===== config.mk =====
export PLATFORM = sky130hd
export DESIGN_NAME = length_prefixed_event_deframer
export DESIGN_NICKNAME = d
export VERILOG_FILES = /design/src/rtl/lped_pkg.sv /design/src/rtl/lped_skid.sv /design/src/rtl/length_prefixed_event_deframer.sv
export SDC_FILE = /design/constraint.sdc
export NUM_CORES = 1
export LEC_CHECK = 0
export BUFFER_PORTS_ARGS = -buffer_cell sky130_fd_sc_hd__buf_2
export CAP_MARGIN = 20
export CORE_MARGIN = 2
export CORE_UTILIZATION = 45
export CTS_CLUSTER_SIZE = 14
export DETAILED_ROUTE_END_ITERATION = 7
export GPL_TIMING_DRIVEN = 0
export PLACE_DENSITY = 0.58
export SYNTH_ARGS = -nofsm -noshare
export SYNTH_HDL_FRONTEND = slang
export SYNTH_SLANG_ARGS = --single-unit

===== constraint.sdc =====
create_clock -name clock -period 4.73 [get_ports clock]
set_input_delay 0.2365 -clock clock [delete_from_list [all_inputs] [get_ports clock]]
set_output_delay 0.2365 -clock clock [all_outputs]
set_load 0.03 [all_outputs]

===== src/rtl/lped_pkg.sv =====
`timescale 1ns / 1ps

package lped_pkg;

   // Header layout: 32-bit little-endian total size, then 32-bit little-endian event ID.
   localparam int unsigned HEADER_BYTES = 8;
   localparam int unsigned HDR_IDX_W    = 3;
   localparam int unsigned WORD_W       = 32;
   localparam int unsigned BYTE_W       = 8;

   // Result kinds, carried on the response tuser.
   typedef enum logic [1:0] {
      KIND_PAYLOAD  = 2'd0,
      KIND_EMPTY    = 2'd1,
      KIND_BAD_SIZE = 2'd2
   } kind_type;

   // One result item as it travels through the output stage.
   typedef struct packed {
      kind_type              kind;
      logic [WORD_W-1:0]     event_id;
      logic [BYTE_W-1:0]     data_byte;
      logic                  last;
   } rsp_type;

endpackage


===== src/rtl/lped_skid.sv =====
`timescale 1ns / 1ps

module lped_skid
   import lped_pkg::*;
(
   input  logic    clock,
   input  logic    reset,
   input  logic    in_valid,
   output logic    in_ready,
   input  rsp_type in_data,
   output logic    out_valid,
   input  logic    out_ready,
   output rsp_type out_data
);

   logic    main_valid_ff;
   logic    main_valid_in;
   rsp_type main_data_ff;
   rsp_type main_data_in;
   logic    skid_valid_ff;
   logic    skid_valid_in;
   rsp_type skid_data_ff;
   rsp_type skid_data_in;

   // The skid entry only fills while the main entry is stalled, so upstream
   // may keep sending as long as the skid entry is free.
   assign in_ready  = !skid_valid_ff;
   assign out_valid = main_valid_ff;
   assign out_data  = main_data_ff;

   // Move the skid entry or a new request into the main entry when it frees up.
   always_comb begin
      main_valid_in = main_valid_ff;
      main_data_in  = main_data_ff;
      skid_valid_in = skid_valid_ff;
      skid_data_in  = skid_data_ff;
      if (out_ready || !main_valid_ff) begin
         if (skid_valid_ff) begin
            main_valid_in = 1'b1;
            main_data_in  = skid_data_ff;
         end else begin
            main_valid_in = in_valid;
            main_data_in  = in_data;
         end
         skid_valid_in = 1'b0;
      end else if (in_valid && in_ready) begin
         skid_valid_in = 1'b1;
         skid_data_in  = in_data;
      end
   end

   always_ff @(posedge clock) begin
      if (reset) begin
         main_valid_ff <= 1'b0;
         skid_valid_ff <= 1'b0;
      end else begin
         main_valid_ff <= main_valid_in;
         skid_valid_ff <= skid_valid_in;
      end
   end

   always_ff @(posedge clock) begin
      main_data_ff <= main_data_in;
      skid_data_ff <= skid_data_in;
   end

   // The skid entry is never occupied while the main entry is empty.
   a_skid_needs_main: assert property (@(posedge clock) disable iff (reset)
      skid_valid_ff |-> main_valid_ff)
      else $error("skid entry full while main entry empty");

   // The skid entry fills only when the main entry was held by a stalled receiver.
   a_skid_fill_on_stall: assert property (@(posedge clock) disable iff (reset)
      (!skid_valid_ff && main_valid_ff && !out_ready && in_valid) |=> skid_valid_ff)
      else $error("stalled request not captured in skid entry");

   // While the receiver stalls, the presented result is held.
   a_hold_on_stall: assert property (@(posedge clock) disable iff (reset)
      (main_valid_ff && !out_ready) |=> (main_valid_ff && $stable(main_data_ff)))
      else $error("stalled result changed");

endmodule


===== src/rtl/length_prefixed_event_deframer.sv =====
`timescale 1ns / 1ps

// Length-prefixed event deframer.
// The request channel carries one received byte per transfer. Each message
// starts with an eight-byte header: a 32-bit little-endian total size that
// counts the header itself, then a 32-bit little-endian event ID. Header
// bytes produce no response; each payload byte produces one response tagged
// with the event ID, with tlast on the final byte. A total size of eight
// produces one empty-message response, and a size below eight produces one
// bad-size response, after which the next byte starts a fresh header.
// Throughput is one request per cycle while the skid entry is free; each
// byte only updates the header assembly registers and the payload
// down-counter. Each response reaches rsp_tvalid from the registered output entry.
// When the receiver stalls, the current response is held and one further
// response is caught in a skid entry. req_tready drops while that skid entry
// is occupied, so a stall that catches a response pauses the input until the
// skid entry has moved into the output register.
// Synchronous reset clears the framing state (next byte is the first header
// byte) and empties both output entries.

module length_prefixed_event_deframer
   import lped_pkg::*;
(
   input  logic        clock,
   input  logic        reset,
   input  logic        req_tvalid,
   output logic        req_tready,
   input  logic [7:0]  req_tdata,   // [7:0] in_byte
   output logic        rsp_tvalid,
   input  logic        rsp_tready,
   output logic [39:0] rsp_tdata,   // [31:0] event_id, [39:32] data_byte
   output logic [1:0]  rsp_tuser,   // [1:0] result_kind
   output logic        rsp_tlast    // last_of_message
);

   logic [HDR_IDX_W-1:0] hdr_idx_ff;
   logic [HDR_IDX_W-1:0] hdr_idx_in;
   logic [WORD_W-1:0]    size_ff;
   logic [WORD_W-1:0]    size_in;
   logic [WORD_W-1:0]    id_ff;
   logic [WORD_W-1:0]    id_in;
   logic [WORD_W-1:0]    remain_ff;
   logic [WORD_W-1:0]    remain_in;
   logic                 in_payload_ff;
   logic                 in_payload_in;

   logic                 accept;
   logic                 res_valid;
   rsp_type              res;
   rsp_type              rsp_out;
   logic [WORD_W-1:0]    remain_dec;
   logic [WORD_W-1:0]    size_base;
   logic [WORD_W-1:0]    id_base;
   logic [WORD_W-1:0]    id_full;
   logic [1:0]           lane;

   assign accept     = req_tvalid && req_tready;
   assign remain_dec = remain_ff - WORD_W'(1);
   assign lane       = hdr_idx_ff[1:0];

   // The first header byte clears both assembly words.
   assign size_base  = (hdr_idx_ff == '0) ? '0 : size_ff;
   assign id_base    = (hdr_idx_ff == '0) ? '0 : id_ff;

   // Event ID as it stands once the eighth header byte lands in the top lane.
   assign id_full    = {req_tdata, id_ff[23:0]};

   // Framing step for one accepted byte.
   always_comb begin
      hdr_idx_in    = hdr_idx_ff;
      size_in       = size_ff;
      id_in         = id_ff;
      remain_in     = remain_ff;
      in_payload_in = in_payload_ff;
      res_valid     = 1'b0;
      res.kind      = KIND_PAYLOAD;
      res.event_id  = id_ff;
      res.data_byte = req_tdata;
      res.last      = 1'b0;
      if (accept) begin
         if (in_payload_ff) begin
            // Pass a payload byte through, tagged with the current ID.
            remain_in = remain_dec;
            res_valid = 1'b1;
            if (remain_dec == '0) begin
               in_payload_in = 1'b0;
               res.last      = 1'b1;
            end
         end else begin
            // Place the header byte into its lane of the size or ID word.
            size_in = size_base;
            id_in   = id_base;
            if (!hdr_idx_ff[2]) begin
               size_in[BYTE_W*lane +: BYTE_W] = req_tdata;
            end else begin
               id_in[BYTE_W*lane +: BYTE_W] = req_tdata;
            end
            if (hdr_idx_ff != HDR_IDX_W'(HEADER_BYTES - 1)) begin
               hdr_idx_in = hdr_idx_ff + HDR_IDX_W'(1);
            end else begin
               // Header complete: judge the total size.
               hdr_idx_in    = '0;
               res.event_id  = id_full;
               res.data_byte = '0;
               res.last      = 1'b1;
               if (size_ff < WORD_W'(HEADER_BYTES)) begin
                  res_valid = 1'b1;
                  res.kind  = KIND_BAD_SIZE;
               end else if (size_ff == WORD_W'(HEADER_BYTES)) begin
                  res_valid = 1'b1;
                  res.kind  = KIND_EMPTY;
               end else begin
                  remain_in     = size_ff - WORD_W'(HEADER_BYTES);
                  in_payload_in = 1'b1;
               end
            end
         end
      end
   end

   always_ff @(posedge clock) begin
      if (reset) begin
         hdr_idx_ff    <= '0;
         size_ff       <= '0;
         id_ff         <= '0;
         remain_ff     <= '0;
         in_payload_ff <= 1'b0;
      end else begin
         hdr_idx_ff    <= hdr_idx_in;
         size_ff       <= size_in;
         id_ff         <= id_in;
         remain_ff     <= remain_in;
         in_payload_ff <= in_payload_in;
      end
   end

   // Output register with skid entry.
   lped_skid u_skid (
      .clock     (clock),
      .reset     (reset),
      .in_valid  (res_valid),
      .in_ready  (req_tready),
      .in_data   (res),
      .out_valid (rsp_tvalid),
      .out_ready (rsp_tready),
      .out_data  (rsp_out)
   );

   assign rsp_tdata = {rsp_out.data_byte, rsp_out.event_id};
   assign rsp_tuser = rsp_out.kind;
   assign rsp_tlast = rsp_out.last;

   // While passing payload the header index rests at zero and bytes remain.
   a_payload_state: assert property (@(posedge clock) disable iff (reset)
      in_payload_ff |-> (hdr_idx_ff == '0 && remain_ff != '0))
      else $error("payload state inconsistent");

   // Every result other than a payload byte closes its message.
   a_non_payload_last: assert property (@(posedge clock) disable iff (reset)
      (rsp_tvalid && rsp_out.kind != KIND_PAYLOAD) |-> (rsp_tlast && rsp_out.data_byte == '0))
      else $error("empty or bad-size result without tlast");

   // Leaving the payload phase happens only on a request that ends the message.
   a_payload_exit: assert property (@(posedge clock) disable iff (reset)
      (in_payload_ff && accept && remain_ff == WORD_W'(1)) |=> !in_payload_ff)
      else $error("payload phase did not end on its final byte");

endmodule

==> run metrics <==
synth unique cells 67; CP top delay family simple AND/OR/NAND/NOR gates; CTS root buf clkbuf_16; Async S/R FF share, synth 0; placed cell area 9340 um^2; final worst setup slack between 1 and 1.5 ns; mapped cell area 8720 um^2; synth top area cells edfxtp_1, dfxtp_1, nor2_1; Placeable Area 18,800 um^2; Synth Register Bits 188; worst slack, placed 1.33 ns; Die Area 20,500 um^2; DRC Markers 0; Synth top area share 0.296; initial core utilization 0.463; min-delay worst type input port to flop; final hold violations 0; Max stage delay on crit path 0.64 ns; worst-skew pair later-pin latency 0.44 ns; All-Layer GR Usage 0.224; WP data required around 5 ns; number of flops mapped to enable cells by yosys 86; most numerous cell in the Yosys netlist nor2_1; CP startpoint kind flop; number of fill cells about 1,700; clock power share 0.422; DR vias 6,846; Leakage 3.79 nW; outcome finished clean; area grow syn2layout 14.0%; vias in the first global route 6,296; Final HPWL DP 15,600 um; # H-tree levels 4; final wirelength 22,300 um; Die Ht approximately 140 um; antenna viol nets, final 0; Final #Nets 953; TritonCTS clock tree done; Setup CP Type flop to flop; worst slew pin tran 0.890 ns; switching power 0.896 mW; # diodes 0; Post-synth top cells nor2_1, dfxtp_1, edfxtp_1, nand2_1, a22oi_1; Final Max Slew Viols 0; cts repair resizes 0; Iter 0 DRT Violations 445; Fmax 0.291 GHz; routed len/inst 18.5 um; initial antenna violation count 0; ys flop type dfxtp_1; crit path cell chain or4_4 -> or3_1 -> buf_6 -> nor3_4 -> nand3_4 -> a21oi_1 -> nor2b_4 -> buf_12; Sw Ratio 0.260; sequential share of power 0.495; GRT overflow 0; post-layout total power 3.45 mW; first-pass GRT wire length about 35,000 um; pwr dens 347 nW/um^2; site row count 50; Longest Clk Path Bufs 2; post-synth top area cell edfxtp_1; crit path time final 3.43 ns; RSZ-0062 raised after global routing false; kind of end point of the critical path flop; Avg Vias per Cell 5.68; Post-CTS Setup Repair Bufs 0; share of cells above drive strength 1 0.159; Tcrit/Tclk final 0.726; WP data arrival ~3.6 ns; TritonRoute pass-1 iters 7; clk_skew 0.0143 ns; Layout Cells excl Fill 1,206; port bufs between 40 and 50; design area 9940 um^2; clock sinks 188; Mapped Cells 865; sequential-to-total area share from yosys stat 0.530; Hold Buf Count CTS 0; syn nets approximately 900; synth warn 0; WP buf/inv 2; CTS buffer count 17; Mean Syn Cell Area 10.1 um^2; Internal Power 2.55 mW; gp weighted congestion 0.929; Reg clk slew, reported paths around 0.080 ns; # IOs 57; die width roughly 140 um; fin util 0.528; Placed Cells roughly 1,200; Rel. slew slack 0.404; Worst VDD drop 0.000269 V; critical path fanouts, max 24; largest net degree at the start of global routing 25; Fin Hold WS 0.183 ns; Setup TNS 0 ns; # setup viols final 0; combinational power share 0.084; Crit-path slowest cell nor2b_4; max capacitance violation total 0
## worst register-to-register path: stages, from the launching register on
cell and delay [ns]:
dfxtp_1 0.38, or4_4 0.56, or3_1 0.33, buf_6 0.15, nor3_4 0.27, nand3_4 0.18
a21oi_1 0.34, nor2b_4 0.64, buf_12 0.27
## cells in the final DEF, fill, tap and decap left out, drive strengths merged, types with 3 or more instances in the layout
cell,n
o22ai,3
nor4,21
o211ai,10
nand3,19
dfxtp,102
a22oi,59
or3,10
edfxtp,86
mux2,41
and2,12
a211oi,9
and3,4
a31oi,5
nor4b,5
nor2,124
nor2b,3
ha,8
o21a,5
nand4,11
or4,8
o21ai,28
or2,3
buf,68
nor3,24
xnor2,21
xor2,15
nor3b,3
a21oi,44
nand2,80
nand2b,4
a21o,4
clkbuf,49
inv,17
nand3b,4
clkinv,7
o31ai,6
## final timing paths
kind | startpoint | endpoint | slack (ns) | cells after the start
max | size_ff[16] | u_skid.skid_data_ff[37] | 1.30 | 8
min | reset | remain_ff[4] | 0.18 | 2
max reg2reg | size_ff[16] | u_skid.skid_data_ff[37] | 1.30 | 8
min reg2reg | id_ff[1] | u_skid.skid_data_ff[10] | 0.46 | 0
## layout make-up
class / count / area (um^2) / share of cell area
tap: 260 / 325 / 0.0327
inverter: 11 / 41.3 / 0.00415
sequential: 188 / 4620 / 0.465
clock buffer: 18 / 429 / 0.0432
buffer: 50 / 219 / 0.0220
clock inverter: 14 / 174 / 0.0175
timing repair buffer: 49 / 283 / 0.0284
multi-input combinational: 616 / 3850 / 0.387
## cells by family (layout without fill, tap and decap cells)
logic type / after synthesis / after routing / synth area share
buffers and inverters: 61 / 142 / 0.0298
adder cells (fa/ha/maj): 8 / 8 / 0.0115
flip-flops: 188 / 188 / 0.530
multiplexers: 42 / 42 / 0.0541
AO/OA/AOI/OAI: 191 / 191 / 0.147
XOR/XNOR: 36 / 36 / 0.0362
AND/OR/NAND/NOR: 339 / 339 / 0.191
## routing by layer
| metal | track usage | up-vias | wire length (um) |
|---|---|---|---|
| met5 | 0 | - | 0 |
| met4 | 0.0846 | 0 | 555 |
| met3 | 0.0379 | 40 | 1130 |
| met2 | 0.350 | 211 | 10200 |
| met1 | 0.311 | 3267 | 10500 |
| li1 | - | 3328 | - |
## power by group through the flow
| stage | registers, mW | logic, mW | clock network [mW] |
|---|---|---|---|
| after floorplan | 1.75 | 0.198 | 0 |
| after global placement | 1.74 | 0.286 | 0 |
| after detailed placement | 1.74 | 0.283 | 0 |
| after CTS | 1.70 | 0.287 | 1.48 |
| after global routing | 1.71 | 0.318 | 1.54 |
| final | 1.71 | 0.288 | 1.45 |
## state kept, by name, indices dropped and copies added, names as in the netlist
| signal | flops |
|---|---|
| hdr_idx_ff | 3 |
| id_ff | 32 |
| in_payload_ff | 1 |
| remain_ff | 32 |
| size_ff | 32 |
| u_skid.out_data | 43 |
| u_skid.out_valid | 1 |
| u_skid.skid_data_ff | 43 |
| u_skid.skid_valid_ff | 1 |
Power figures use the tool's default switching activity.
